$ cat src/rtl/hmle_pkg.sv
// Package for the HDR linear exposure merge block.
// Holds shared types, fixed-point constants and the per-channel weight/log helpers.
// No dependencies.
package hmle_pkg;

    localparam int DEFAULT_MAX_EXPOSURES = 4;

    localparam int SAMPLE_W  = 16;
    localparam int LANES     = 3;
    localparam int IDX_W     = 2;
    localparam int OFF_W     = 24;
    localparam int OUT_W     = 24;
    localparam int WEIGHT_W  = 17;
    localparam int SUM_W     = 48;
    localparam int WSUM_W    = 20;
    localparam int FRAC_W    = 20;
    localparam int LN_W      = 21;
    localparam int TERM_W    = 44;
    localparam int QUOT_W    = 23;
    localparam int CNT_W     = 5;
    localparam int CFG_IDX_W = 3;

    localparam logic [SAMPLE_W-1:0] LOW_KNEE  = 16'd13107;
    localparam logic [SAMPLE_W-1:0] HIGH_KNEE = 16'd52428;
    localparam logic [SAMPLE_W-1:0] FULL_SCALE = 16'd65535;
    localparam logic [WEIGHT_W-1:0] ONE_Q16   = 17'd65536;
    localparam logic [31:0]         LN2_Q32   = 32'd2977044472;

    localparam logic [CNT_W-1:0] SQR_LAST = CNT_W'(FRAC_W - 1);
    localparam logic [CNT_W-1:0] DIV_LAST = CNT_W'(QUOT_W - 1);

    localparam logic [CFG_IDX_W-1:0] CFG_DARKEST  = 3'd0;
    localparam logic [CFG_IDX_W-1:0] CFG_LIGHTEST = 3'd1;
    localparam logic [CFG_IDX_W-1:0] CFG_OFFSET_0 = 3'd2;
    localparam logic [CFG_IDX_W-1:0] CFG_OFFSET_1 = 3'd3;
    localparam logic [CFG_IDX_W-1:0] CFG_OFFSET_2 = 3'd4;
    localparam logic [CFG_IDX_W-1:0] CFG_OFFSET_3 = 3'd5;

    typedef enum logic [2:0] {
        ST_IDLE,
        ST_SQR,
        ST_LNMUL,
        ST_TERM,
        ST_ACC,
        ST_DIV_INIT,
        ST_DIV,
        ST_OUT
    } t_state;

    typedef struct packed {
        logic [IDX_W-1:0]            darkest;
        logic [IDX_W-1:0]            lightest;
        logic [3:0][OFF_W-1:0]       log_offset;
    } t_cfg;

    typedef struct packed {
        logic load;
        logic sqr;
        logic lnmul;
        logic term;
        logic acc;
        logic div_init;
        logic div_step;
        logic out_load;
    } t_dp_cmd;

    typedef struct packed {
        logic last;
        logic out_free;
    } t_dp_sts;

    // Hat weight, Q1.16. 65536/13107 = 5 + 1/13107, so the ramps are exactly 5*v.
    function automatic logic [WEIGHT_W-1:0] hat_weight(
        input logic [SAMPLE_W-1:0] v,
        input logic                skip_low,
        input logic                skip_high
    );
        logic [WEIGHT_W-1:0] x;
        logic [WEIGHT_W-1:0] res;
        x   = {1'b0, v};
        res = ONE_Q16;
        if (v < LOW_KNEE) begin
            if (!skip_low) res = (x << 2) + x;
        end else if (v > HIGH_KNEE) begin
            if (!skip_high) begin
                x   = {1'b0, FULL_SCALE - v};
                res = (x << 2) + x;
            end
        end
        return res;
    endfunction

    function automatic logic [3:0] msb_pos(input logic [SAMPLE_W-1:0] v);
        logic [3:0] e;
        e = 4'd0;
        for (int i = 0; i < SAMPLE_W; i++) begin
            if (v[i]) e = 4'(i);
        end
        return e;
    endfunction

endpackage

$ cat src/rtl/hmle_cfg.sv
// Configuration register file of the HDR merge block.
// Depends on hmle_pkg.
module hmle_cfg import hmle_pkg::*; (
    input  logic                 i_clk,
    input  logic                 i_rst_n,
    input  logic                 i_wr_en,
    input  logic [CFG_IDX_W-1:0] i_index,
    input  logic [OFF_W-1:0]     i_wr_data,
    output t_cfg                 o_cfg
);

    t_cfg r_cfg;

    always_ff @(posedge i_clk) begin
        if (!i_rst_n) begin
            r_cfg.darkest    <= IDX_W'(0);
            r_cfg.lightest   <= IDX_W'(1);
            r_cfg.log_offset <= '0;
        end else if (i_wr_en) begin
            case (i_index)
                CFG_DARKEST:  r_cfg.darkest       <= i_wr_data[IDX_W-1:0];
                CFG_LIGHTEST: r_cfg.lightest      <= i_wr_data[IDX_W-1:0];
                CFG_OFFSET_0: r_cfg.log_offset[0] <= i_wr_data;
                CFG_OFFSET_1: r_cfg.log_offset[1] <= i_wr_data;
                CFG_OFFSET_2: r_cfg.log_offset[2] <= i_wr_data;
                CFG_OFFSET_3: r_cfg.log_offset[3] <= i_wr_data;
                default: ;
            endcase
        end
    end

    assign o_cfg = r_cfg;

endmodule

$ cat config.mk
export PLATFORM = sky130hd
export DESIGN_NAME = hmle_cfg
export DESIGN_NICKNAME = d
export VERILOG_FILES = /design/src/rtl/hmle_pkg.sv /design/src/rtl/hmle_cfg.sv
export SDC_FILE = /design/constraint.sdc
export NUM_CORES = 1
export LEC_CHECK = 0
export BUFFER_PORTS_ARGS = -buffer_cell sky130_fd_sc_hd__buf_2
export CORE_UTILIZATION = 30
export DETAILED_ROUTE_END_ITERATION = 7
export PLACE_DENSITY = 0.6
export SYNTH_ARGS = -nofsm -noshare
export SYNTH_HDL_FRONTEND = slang
export SYNTH_SLANG_ARGS = --single-unit
$ cat constraint.sdc
create_clock -name i_clk -period 3.05 [get_ports i_clk]
set_input_delay 0.61 -clock i_clk [delete_from_list [all_inputs] [get_ports i_clk]]
set_output_delay 0.61 -clock i_clk [all_outputs]
set_load 0.005 [all_outputs]
## Yosys cells after proc, flatten, opt, wreduce, memory -nomap -nowiden

Index checks and enable logic that the tools add are counted.

| operators by class | value |
|---|---|
| eq/ne operators | 5 |
| reduce and logical (&&, ||, !) cells | 7 |

Operator list:

| operator | count |
|---|---|
| AND reduction 2 bit | 6 |
| equality test 3 x 2 -> 1 bit (second input constant) | 2 |
| equality test 3 bit (second input constant) | 2 |
| equality test 3 x 1 -> 1 bit (second input constant) | 1 |
| logical NOT 3 bit | 1 |

| word-level totals | value |
|---|---|
| bits in registers | 100 |
| bits of input ports | 30 |
| output and inout port bits | 100 |
| word-level logic and storage cells | 18 |

## Logic depth before layout (Yosys ltp)

| logic depth | value |
|---|---|
| depth in word-level cells | 2 |
| depth in mapped cells | 5 |
| mapped depth without buffers | 2 |

## Worst setup path before layout

No wires, ideal clock.

| path | value |
|---|---|
| kind | input to register |
| from | input i_index[1] |
| to | register r_cfg, in the netlist o_cfg[98] |
| setup time | 0.072 ns |
| arrival | 1.305 ns |
| required time | 2.978 ns |
| path slack | 1.674 ns |
| stages | 2 |
| path buffers | 0 |
| path through | nor4b_1 -> mux2i_1 |

| on the way | value |
|---|---|
| cells in the longest elaborated chain, start to end | 2 |

RTL lines:

| what | line | source |
|---|---|---|
| start: declaration | hmle_cfg.sv:7 | `input logic [CFG_IDX_W-1:0] i_index,` |
| logical NOT 3 bit | hmle_cfg.sv:20 | `case (i_index)` |
| AND reduction 2 bit (no line) | -- |  |
| end: declaration | hmle_cfg.sv:12 | `t_cfg r_cfg;` |

Every way passes these cells.
A chain may end at the register's enable or synchronous reset.

## Worst setup path in the final report

| path | value |
|---|---|
| from | input i_index[2] |
| to | register r_cfg, in the netlist o_cfg[31] |

| on the way | value |
|---|---|
| cells in the longest elaborated chain, start to end | 2 |

RTL lines:

| what | line |
|---|---|
| equality test 3 x 2 -> 1 bit | hmle_cfg.sv:20 |
| AND reduction 2 bit (no line) | -- |

Every way passes these cells.

==> out/results.txt <==
Num CTS Buffers - 9
Tcrit/Tclk final - 54.9%
Die area - 12,900 um2
Std cell rows - 40
Busiest grt layer - met2
Run status - finished, final reports clean
Root buf cell - clkbuf_16
Vias in the first global route - 2,810
GRT overflow - 0
Hold endpoint - o_cfg[6]$_SDFFE_PN0P_
# nets final - 506
Crit. End Element - flop
Sequential area share after synthesis - 53.6%
EDFF count, synth - 0
# port buffers - 129
H-tree depth - 3
Multi-input gate area - 1540 um2
CTS tree - done
Synth top area cells - dfxtp_1 54%, mux2i_1 27%, nand2_1 12%
Worst slew margin - 58.6%
Worst Reg-to-Reg Cells - 2
Share of layout cells above drive strength 1 - 31.4%
Pwr dens - 548 nW/um2
First-pass GRT wire length - 14.4 mm
Hold Crit Class - reg2reg
Initial antenna violation count - 0
Fin crit period - 1.68 ns
Vias/cell - 4.36
Hold_buf cts - 0
Maximum VDD drop - 0.206 mV
Post-synthesis cell area - 3740 um2
Hold path cells - 2
CTS Buffer Depth - 2
Setup Buffers After CTS - 0
Antenna Nets Post-Route - 0
Fillers - 1,200
Worst Tran Pin Value - 0.612 ns
WL/cell - 13.7 um
Net Sw Power - 591 uW
Initial Utilization - 31.0%
Worst R2R Setup Slack - 2.43 ns
Final total power - 2.59 mW
Chip Height - 114 um
Slew Limit Fails - 0
Predominant post-synthesis flop cell - dfxtp_1
Starting DRC count in detailed routing - 154
Flops & latches, synth - 100
Die X-Extent - 114 um
Max Freq - 0.597 GHz
CP Launch Point - i_index[2]
Crit path kind - in2reg
Comb pwr share - 6.4%
Hold_sp - o_cfg[6]$_SDFFE_PN0P_
Syn Area/Cell - 10.5 um2
Post-cts repair resize count - 0
Crit path max fanout - 17
Synth Instances - 357
GR Layer Usage met2 - 22.8%
TritonRoute pass-1 iters - 4
Global-route usage over all layers - 14.4%
# setup viols final - 0
Crit path launch type - primary input
Final HPWL DP - 6.16 mm
Leakage - 2.53 nW
Via count - 2,829
Clock Latency Late Sink - 0.33 ns
Netlist cell types - 13
Clk pin slew, worst setup/hold paths - 0.06 ns
Reg-to-reg critical path startpoint - o_cfg[62]$_SDFFE_PN0P_
Synth Net Count - 387
RSZ-0062 raised after global routing - no
Final RePlAce weighted congestion - 0.693
Area growth syn-to-layout - 26.7%
Max FFs per register - 100
Met1 Use GR - 18.3%
Sink Count - 100
Top cell type's share of synthesized area - 53.6%
Part of the power in registers - 52.0%
Pint - 2.00 mW
DRC Markers - 0
CP arrival - 1.89 ns
Hold Fails Final Rpt - 0
Ports - 130
Most common cell in the netlist - nand2_1
Setup TNS Final - 0 ns
Setup Skew - 0 ns
Final antenna diode count - 0
Switching Fraction - 22.8%
Required time of the worst setup path - 3.26 ns
Core area - 12,100 um2
Clock power share - 41.6%
Synth cell count leaders - 123 x nand2_1, 100 x dfxtp_1, 100 x mux2i_1
Synth async-reset ratio - 0%
Final wirelength - 8.88 mm
Yosys warning total - 0
Register area - 2000 um2
Max-cap violations - 0
Largest net degree at the start of global routing - 72
GR met3 Demand/Resource - 3.77%
Cell taking the most area after synthesis - dfxtp_1
Reg2reg end - o_cfg[62]$_SDFFE_PN0P_
[stage by stage]
step	hold slack [ns]	setup WS, ns	utilization, %	std cells	cell area, um2
global route	0.478	1.26	39.3	649	4730
global placement	0.440	1.03	36.9	633	4450
CTS	0.455	1.33	39.3	649	4730
detailed placement	0.445	0.976	36.9	633	4450
finish	0.452	1.37	39.3	649	4730
floorplan	0.451	1.67	-	357	3740
[per-layer routing]
layer | vias up | routed length (um)
met5 | - | 0
met4 | 0 | 150
met3 | 9 | 650
met2 | 100 | 3950
met1 | 1307 | 4130
li1 | 1413 | -
[layout by cell type (no fill, tap or decap), types with 2 or more instances in the layout]
cell type  instances
buf_4              5
clkbuf_16          9
nor2b_1            2
nand2_1          123
and4bb_2           2
dfxtp_1          100
clkbuf_1           2
mux2i_1          100
clkbuf_8           2
buf_2            128
nand4b_1           2
[worst max path at each step]
stage / slack (ns) / cells after the start / end
3_3_place_gp: 1.03 / 4 / o_cfg[34]$_SDFFE_PN0P_
2_1_floorplan: 1.67 / 2 / o_cfg[98]$_SDFFE_PN0P_
4_1_cts: 1.33 / 4 / o_cfg[31]$_SDFFE_PN0P_
6_report: 1.37 / 4 / o_cfg[31]$_SDFFE_PN0P_
5_1_grt: 1.26 / 4 / o_cfg[30]$_SDFFE_PN0P_
3_5_place_dp: 0.98 / 4 / o_cfg[31]$_SDFFE_PN0P_
[cells by family after synthesis]
kind of cell	count (synthesis)	synth area share, %
buffers and inverters	26	5.26
DFF	100	53.6
muxes	100	26.8
and+or+nand+nor	131	14.4
[final cells by class]
| cell class | count | area share, % |
|---|---|---|
| clock buffers | 13 | 5.50 |
| clock inverters | 3 | 0.449 |
| multi-input cells | 231 | 32.6 |
| flip-flops and latches | 100 | 42.3 |
| well taps | 168 | 4.44 |
| repair buffers | 134 | 14.7 |
[power by group through the flow]
stage / Clock, mW / Combinational, mW / Sequential (mW)
after global routing: 1.17 / 0.185 / 1.35
after detailed placement: 0 / 0.169 / 1.38
final: 1.08 / 0.166 / 1.35
after global placement: 0 / 0.165 / 1.38
after CTS: 1.11 / 0.169 / 1.35
after floorplan: 0 / 0.0969 / 1.38
[critical path: stages]
cell and delay [ns]:
buf_2 0.13, nand4b_1 0.54, buf_4 0.44, mux2i_1 0.15
(Power assumes the default switching activity.)
