`config.mk`:
```
export PLATFORM = sky130hd
export DESIGN_NAME = hmle_ctrl
export DESIGN_NICKNAME = d
export VERILOG_FILES = /design/src/rtl/hmle_pkg.sv /design/src/rtl/hmle_ctrl.sv
export SDC_FILE = /design/constraint.sdc
export NUM_CORES = 1
export LEC_CHECK = 0
export ABC_AREA = 1
export BUFFER_PORTS_ARGS = -buffer_cell sky130_fd_sc_hd__buf_2
export CORE_MARGIN = 4
export CORE_UTILIZATION = 47
export DETAILED_ROUTE_END_ITERATION = 7
export PLACE_DENSITY = 0.76
export SYNTH_ARGS = -nofsm -noshare
export SYNTH_HDL_FRONTEND = slang
export SYNTH_SLANG_ARGS = --single-unit
```
`constraint.sdc`:
```
create_clock -name i_clk -period 1.25 [get_ports i_clk]
set_input_delay 0.1875 -clock i_clk [delete_from_list [all_inputs] [get_ports i_clk]]
set_output_delay 0.1875 -clock i_clk [all_outputs]
set_load 0.02 [all_outputs]
```
`src/rtl/hmle_pkg.sv`:
```
// Package for the HDR linear exposure merge block.
// Holds shared types, fixed-point constants and the per-channel weight/log helpers.
// No dependencies.
package hmle_pkg;

    localparam int DEFAULT_MAX_EXPOSURES = 4;

    localparam int SAMPLE_W  = 16;
    localparam int LANES     = 3;
    localparam int IDX_W     = 2;
    localparam int OFF_W     = 24;
    localparam int OUT_W     = 24;
    localparam int WEIGHT_W  = 17;
    localparam int SUM_W     = 48;
    localparam int WSUM_W    = 20;
    localparam int FRAC_W    = 20;
    localparam int LN_W      = 21;
    localparam int TERM_W    = 44;
    localparam int QUOT_W    = 23;
    localparam int CNT_W     = 5;
    localparam int CFG_IDX_W = 3;

    localparam logic [SAMPLE_W-1:0] LOW_KNEE  = 16'd13107;
    localparam logic [SAMPLE_W-1:0] HIGH_KNEE = 16'd52428;
    localparam logic [SAMPLE_W-1:0] FULL_SCALE = 16'd65535;
    localparam logic [WEIGHT_W-1:0] ONE_Q16   = 17'd65536;
    localparam logic [31:0]         LN2_Q32   = 32'd2977044472;

    localparam logic [CNT_W-1:0] SQR_LAST = CNT_W'(FRAC_W - 1);
    localparam logic [CNT_W-1:0] DIV_LAST = CNT_W'(QUOT_W - 1);

    localparam logic [CFG_IDX_W-1:0] CFG_DARKEST  = 3'd0;
    localparam logic [CFG_IDX_W-1:0] CFG_LIGHTEST = 3'd1;
    localparam logic [CFG_IDX_W-1:0] CFG_OFFSET_0 = 3'd2;
    localparam logic [CFG_IDX_W-1:0] CFG_OFFSET_1 = 3'd3;
    localparam logic [CFG_IDX_W-1:0] CFG_OFFSET_2 = 3'd4;
    localparam logic [CFG_IDX_W-1:0] CFG_OFFSET_3 = 3'd5;

    typedef enum logic [2:0] {
        ST_IDLE,
        ST_SQR,
        ST_LNMUL,
        ST_TERM,
        ST_ACC,
        ST_DIV_INIT,
        ST_DIV,
        ST_OUT
    } t_state;

    typedef struct packed {
        logic [IDX_W-1:0]            darkest;
        logic [IDX_W-1:0]            lightest;
        logic [3:0][OFF_W-1:0]       log_offset;
    } t_cfg;

    typedef struct packed {
        logic load;
        logic sqr;
        logic lnmul;
        logic term;
        logic acc;
        logic div_init;
        logic div_step;
        logic out_load;
    } t_dp_cmd;

    typedef struct packed {
        logic last;
        logic out_free;
    } t_dp_sts;

    // Hat weight, Q1.16. 65536/13107 = 5 + 1/13107, so the ramps are exactly 5*v.
    function automatic logic [WEIGHT_W-1:0] hat_weight(
        input logic [SAMPLE_W-1:0] v,
        input logic                skip_low,
        input logic                skip_high
    );
        logic [WEIGHT_W-1:0] x;
        logic [WEIGHT_W-1:0] res;
        x   = {1'b0, v};
        res = ONE_Q16;
        if (v < LOW_KNEE) begin
            if (!skip_low) res = (x << 2) + x;
        end else if (v > HIGH_KNEE) begin
            if (!skip_high) begin
                x   = {1'b0, FULL_SCALE - v};
                res = (x << 2) + x;
            end
        end
        return res;
    endfunction

    function automatic logic [3:0] msb_pos(input logic [SAMPLE_W-1:0] v);
        logic [3:0] e;
        e = 4'd0;
        for (int i = 0; i < SAMPLE_W; i++) begin
            if (v[i]) e = 4'(i);
        end
        return e;
    endfunction

endpackage

```
`src/rtl/hmle_ctrl.sv`:
```
// Sequencing controller of the HDR merge block: steps the ln, accumulate and
// divide phases of the datapath. Depends on hmle_pkg.
module hmle_ctrl import hmle_pkg::*; (
    input  logic    i_clk,
    input  logic    i_rst_n,
    input  logic    i_in_valid,
    output logic    o_in_ready,
    input  t_dp_sts i_sts,
    output t_dp_cmd o_cmd
);

    t_state           r_state, n_state;
    logic [CNT_W-1:0] r_cnt, n_cnt;

    always_ff @(posedge i_clk) begin
        if (!i_rst_n) begin
            r_state <= ST_IDLE;
            r_cnt   <= '0;
        end else begin
            r_state <= n_state;
            r_cnt   <= n_cnt;
        end
    end

    always_comb begin
        n_state    = r_state;
        n_cnt      = r_cnt;
        o_cmd      = '0;
        o_in_ready = 1'b0;
        case (r_state)
            ST_IDLE: begin
                o_in_ready = 1'b1;
                if (i_in_valid) begin
                    o_cmd.load = 1'b1;
                    n_cnt      = '0;
                    n_state    = ST_SQR;
                end
            end
            ST_SQR: begin
                o_cmd.sqr = 1'b1;
                n_cnt     = r_cnt + CNT_W'(1);
                if (r_cnt == SQR_LAST) n_state = ST_LNMUL;
            end
            ST_LNMUL: begin
                o_cmd.lnmul = 1'b1;
                n_state     = ST_TERM;
            end
            ST_TERM: begin
                o_cmd.term = 1'b1;
                n_state    = ST_ACC;
            end
            ST_ACC: begin
                o_cmd.acc = 1'b1;
                n_state   = i_sts.last ? ST_DIV_INIT : ST_IDLE;
            end
            ST_DIV_INIT: begin
                o_cmd.div_init = 1'b1;
                n_cnt          = '0;
                n_state        = ST_DIV;
            end
            ST_DIV: begin
                o_cmd.div_step = 1'b1;
                n_cnt          = r_cnt + CNT_W'(1);
                if (r_cnt == DIV_LAST) n_state = ST_OUT;
            end
            ST_OUT: begin
                if (i_sts.out_free) begin
                    o_cmd.out_load = 1'b1;
                    n_state        = ST_IDLE;
                end
            end
            default: n_state = ST_IDLE;
        endcase
    end

endmodule

```
Yosys cells after proc, flatten, opt, wreduce, memory -nomap -nowiden:

Index checks and enable logic that the tools add are counted.

* flip-flop bits (word level): 8
* input bits: 5
* output and inout port bits: 9
* word-level logic and storage cells: 40

* muxes and demuxes: 19
* reductions and logical operators: 5
* equality and inequality tests: 13
* add/sub/neg operators: 1

Operator list (number)
* one-hot mux 3 bit (8 select lines): 1
* 2-to-1 mux 3 bit: 5
* one-hot mux 5 bit (3 select lines): 1
* equality test 3 bit (second input constant): 4
* 2-to-1 mux 1 bit: 11
* equality test 5 bit (second input constant): 2
* inequality test 2 bit (second input constant): 4
* equality test 3 x 2 -> 1 bit (second input constant): 2
* adder 5 x 1 -> 5 bit (second input constant): 1
* 2-to-1 mux 5 bit: 1
* AND reduction 4 bit: 1
* equality test 3 x 1 -> 1 bit (second input constant): 1
* logical NOT 3 bit: 1
* nonzero test 3 bit: 1
* AND reduction 2 bit: 1
* OR reduction 2 bit: 1

Logic depth before layout (Yosys ltp):

* depth in word-level cells: 4
* gate-level depth with buffers: 10
* depth with buffers taken out: 10

Worst setup path after synthesis:

No wires, ideal clock.

* path kind: flip-flop to flip-flop
* from: register r_state[0]
* to: register r_state[0]
* stages on the path, launching flop included: 11
* slack: -0.099 ns
* arrival: 1.234 ns
* buffers on the path: 0
* required time: 1.135 ns
* period minus slack after synthesis: 1.349 ns
* library setup time: 0.115 ns
* path through: dfxtp_1 > inv_1 > ha_1 > nand2_4 > inv_2 > nand2_2 > nand2_2 > nor2_4 > nand3_1 > nand2_1 > nor2_1

* longest elaborated chain between the ends: 3
* elaborated cells between the ends (all ways): 14

RTL lines
* start: declaration: RTL line hmle_ctrl.sv:12 `t_state r_state, n_state;`
* start signal: assignment: RTL line hmle_ctrl.sv:20 `r_state <= n_state;`
* equality test 3 bit (tied with other cells): RTL line hmle_ctrl.sv:30 `case (r_state)`
* inequality test 2 bit (no line)
* AND reduction 4 bit (no line)

Parallel ways exist; a longest one is shown, timed or not.
A chain may end at the register's enable or synchronous reset.

==> run summary <==
The final period demand of the worst path is 1.386 ns. The required arrival time at the worst endpoint came out at 1.06 ns. CTS placed an instance of clkbuf_4 at the clock tree root. The fraction of final layout cells sized beyond drive strength 1 is 56.20%. The global-route total usage across every layer is 17.82%. The run gives 11 as the largest net degree at the start of global routing.

The portion of the clock cycle consumed by the worst path in the final layout is 110.9%. Buffers placed on the I/O ports in this run total 13. The setup slack of the critical path after layout was -0.1357 ns.

The critical path goes through inv_4 -> ha_4 -> buf_12 -> nand2_4 -> inv_2 -> buf_6. Across all layers, the routed design uses 693 vias. Internal power comes to 1.230 mW. TritonCTS built the clock tree. Initial antenna violation count: 0. The net switching component of the power came out at 1.287 mW.

For this run, the detailed router's first-pass iteration total came to 4. Final hold analysis gives a worst-case slack of 0.2202 ns. The power per cell area works out to 2462 nW/um^2.

The reg-to-reg startpoint was r_state[1]. The tools report the launch point of the worst path as r_state[1]. The synthesized netlist occupies a cell area of 673.1 um^2. For the final database, setup skew stands at 0.008625 ns. In the routed design, unresolved DRC markers number 0.

Data arrives at the worst endpoint at 1.20 ns. For the timing-limited maximum frequency, the log shows 721.6 MHz. The slew at the pin closest to its max-slew limit is 0.1849 ns, and the global-route congestion overflow total is 0. Number of max-slew violations in the final report: 0. Vertical die dimension: 45.85 um. The initial utilization of the core area, before any placement, comes to 51.09%. The floorplan step defined a core boundary enclosing 1318 um^2. For the via count of the first global-routing pass, the log shows 660. The worst setup path is launched from a register.

Cell type of the slowest stage on the worst timing path: dfxtp_4. Leaving out fill and tap cells, the most frequent cell in the layout is nand2_1. The standby leakage power is 0.4810 nW, and the part of the total power dissipated in the clock network is 7.8%. The tools report the global-route wire length before repair as 2725 um.

The run gives 1364 uV as the highest ir drop seen on vdd. The CTS H-tree depth was 1. In this run the mean area of a mapped cell was 6.599 um^2. The number of placed instances with taps included was 132. In the layout the commonest cells are nand2_1, nor2_1, inv_1, nand2_2. For the worst-skew pair, the clock arrives at the later sink with an insertion delay of 0.25 ns.

The area of the die is 2102 um^2, and the final cell count without fillers is 136. In this run, synthesis produced a sequential element count of 8. The register-to-register path setup slack came out at -0.11 ns. The logic gate share of total power is 75.5%, and the routed via count divided by cell count is 5.096. The Yosys step of the flow raised 0 warnings.

The logs give 8 for the clock sink count and 0.8192 for the last weighted congestion value of the routability-driven placer. Measured along the x axis, the die boundary spans 45.85 um. The synthesized instance count was 102. For the antenna cell count, the log shows 0.

For the total of endpoints with negative setup slack in the final report, the log shows 15. On the worst path, the slowest cell contributes a delay of 0.39 ns. The sequential fraction of the synthesis area was 23.79%; the net count reported at finish was 134. For this design the top-level I/O count stands at 14. The worst pin sits at a relative slew slack of 87.63%.

The logs give 0 for the final antenna-violating net count and 2 for the buffer depth of the longest clock path. For the worst flop-to-flop path, the logic depth is 9. The destination of the critical timing path was o_cmd[2]. In this run the worst path has a maximum fanout of 4.

The routed length per instance was 12.43 um. Endpoint of the worst register-to-register path: r_state[2]. The tools report the post-synthesis net count as 113. Detailed placement finished with a half-perimeter wire length of 1186 um. The initialized floorplan defines 13 standard-cell rows. The checks that failed: setup timing. TritonCTS created 3 clock buffers.

The total count of hold-check failures in the final report was 0. The area growth from synthesis to layout is 51.86%. The min-delay analysis places its worst path in the category in2reg. After clock tree synthesis, the clock-pin slew on the worst setup and hold paths is 0.06 ns. Total power for the finished layout comes to 2.517 mW. The unique cell type count in the Yosys netlist is 20. Classification of the worst setup path: reg2out. The worst setup path is captured at an output pin. For the number of max-cap violations, the log shows 0. The wire length reported by the detailed router is 1691 um. The run finished, with violations left. Per report_power, the sequential group accounts for 16.7% of the total. Summed over all failing endpoints, the final setup total negative slack is -1.069 ns. Setup repair after global routing could not meet its margin everywhere. Net switching is 51.13% of the power. The tools report the number of violations reported at the end of detailed-routing iteration 0 as 10.
stage by stage:
stage	worst slack, ns	util [%]	instance area (um^2)
5_1_grt	-0.1949	77.59	1022
3_5_place_dp	-0.1018	61.35	808.3
6_report	-0.1357	77.59	1022
3_3_place_gp	-0.06892	61.35	808.3
2_1_floorplan	0.007071	-	700.7
4_1_cts	-0.1053	72.65	957.2
state kept, by name, summed over array words and instances, names as in the netlist:
signal	flops
r_cnt	5
r_state	3
layer usage:
layer	vias to the layer above	wire length, um	global-route usage, %
met5	-	0	0
met4	0	23	10.80
met3	4	77	1.581
met2	17	926	34.07
met1	320	664	17.95
li1	352	-	-
final cells by class:
type / instances / area (um^2)
clock buffer: 3 / 22.52
fill: 92 / 295.3
inverter: 21 / 96.34
multi-input combinational: 72 / 546.8
sequential: 8 / 168.9
tap: 15 / 18.77
timing repair buffer: 17 / 168.9
cells in the mapped netlist (all sizes together):
cell	number	area, um^2
nor2	14	70.07
ha	6	75.07
o21ai	2	13.76
xor2	2	17.52
nand3	9	55.05
nor3	1	5.000
a21oi	8	43.79
dfxtp	8	160.2
nand2	30	140.1
buf	1	11.26
inv	21	81.33
power groups by stage:
stage | logic, mW | clock network (mW) | registers, mW
after global routing | 2.06 | 0.219 | 0.424
after detailed placement | 1.41 | 0 | 0.386
after floorplan | 1.09 | 0 | 0.370
after CTS | 1.73 | 0.203 | 0.419
after global placement | 1.38 | 0 | 0.384
final | 1.90 | 0.196 | 0.420
cell families (layout without fill, tap and decap cells):
family	Yosys count	after routing	share of synthesized area [%]
compound gates	10	10	8.549
xor+xnor	2	2	2.603
fa+ha+maj	6	6	11.15
buf+inv	22	41	13.75
flops	8	8	23.79
simple gates	54	54	40.15
worst min-delay path by stage:
stage,from,endpoint,slack [ns],cells after the start
finish,i_rst_n,r_cnt[2],0.22,3
global route,i_rst_n,r_cnt[2],0.22,3
CTS,i_rst_n,r_cnt[2],0.21,3
detailed placement,i_rst_n,r_state[0],0.47,3
global placement,r_cnt[3],r_cnt[3],0.45,2
floorplan,i_rst_n,r_state[1],0.30,2
worst max-delay path: cells and delay by family, from the launching register on:
family	cells	cell delay [ns]
simple gates	1	0.05
buf+inv	4	0.33
flops	1	0.39
fa+ha+maj	1	0.18
what timing repair did:
action,CTS,global route
gates cloned,0,0
resized for setup,35,16
endpoints found under the setup margin,17,17
buffers inserted,0,1
hold buffers,0,0
pin swaps,5,8
Note: power is estimated with default switching activity, not from simulation.
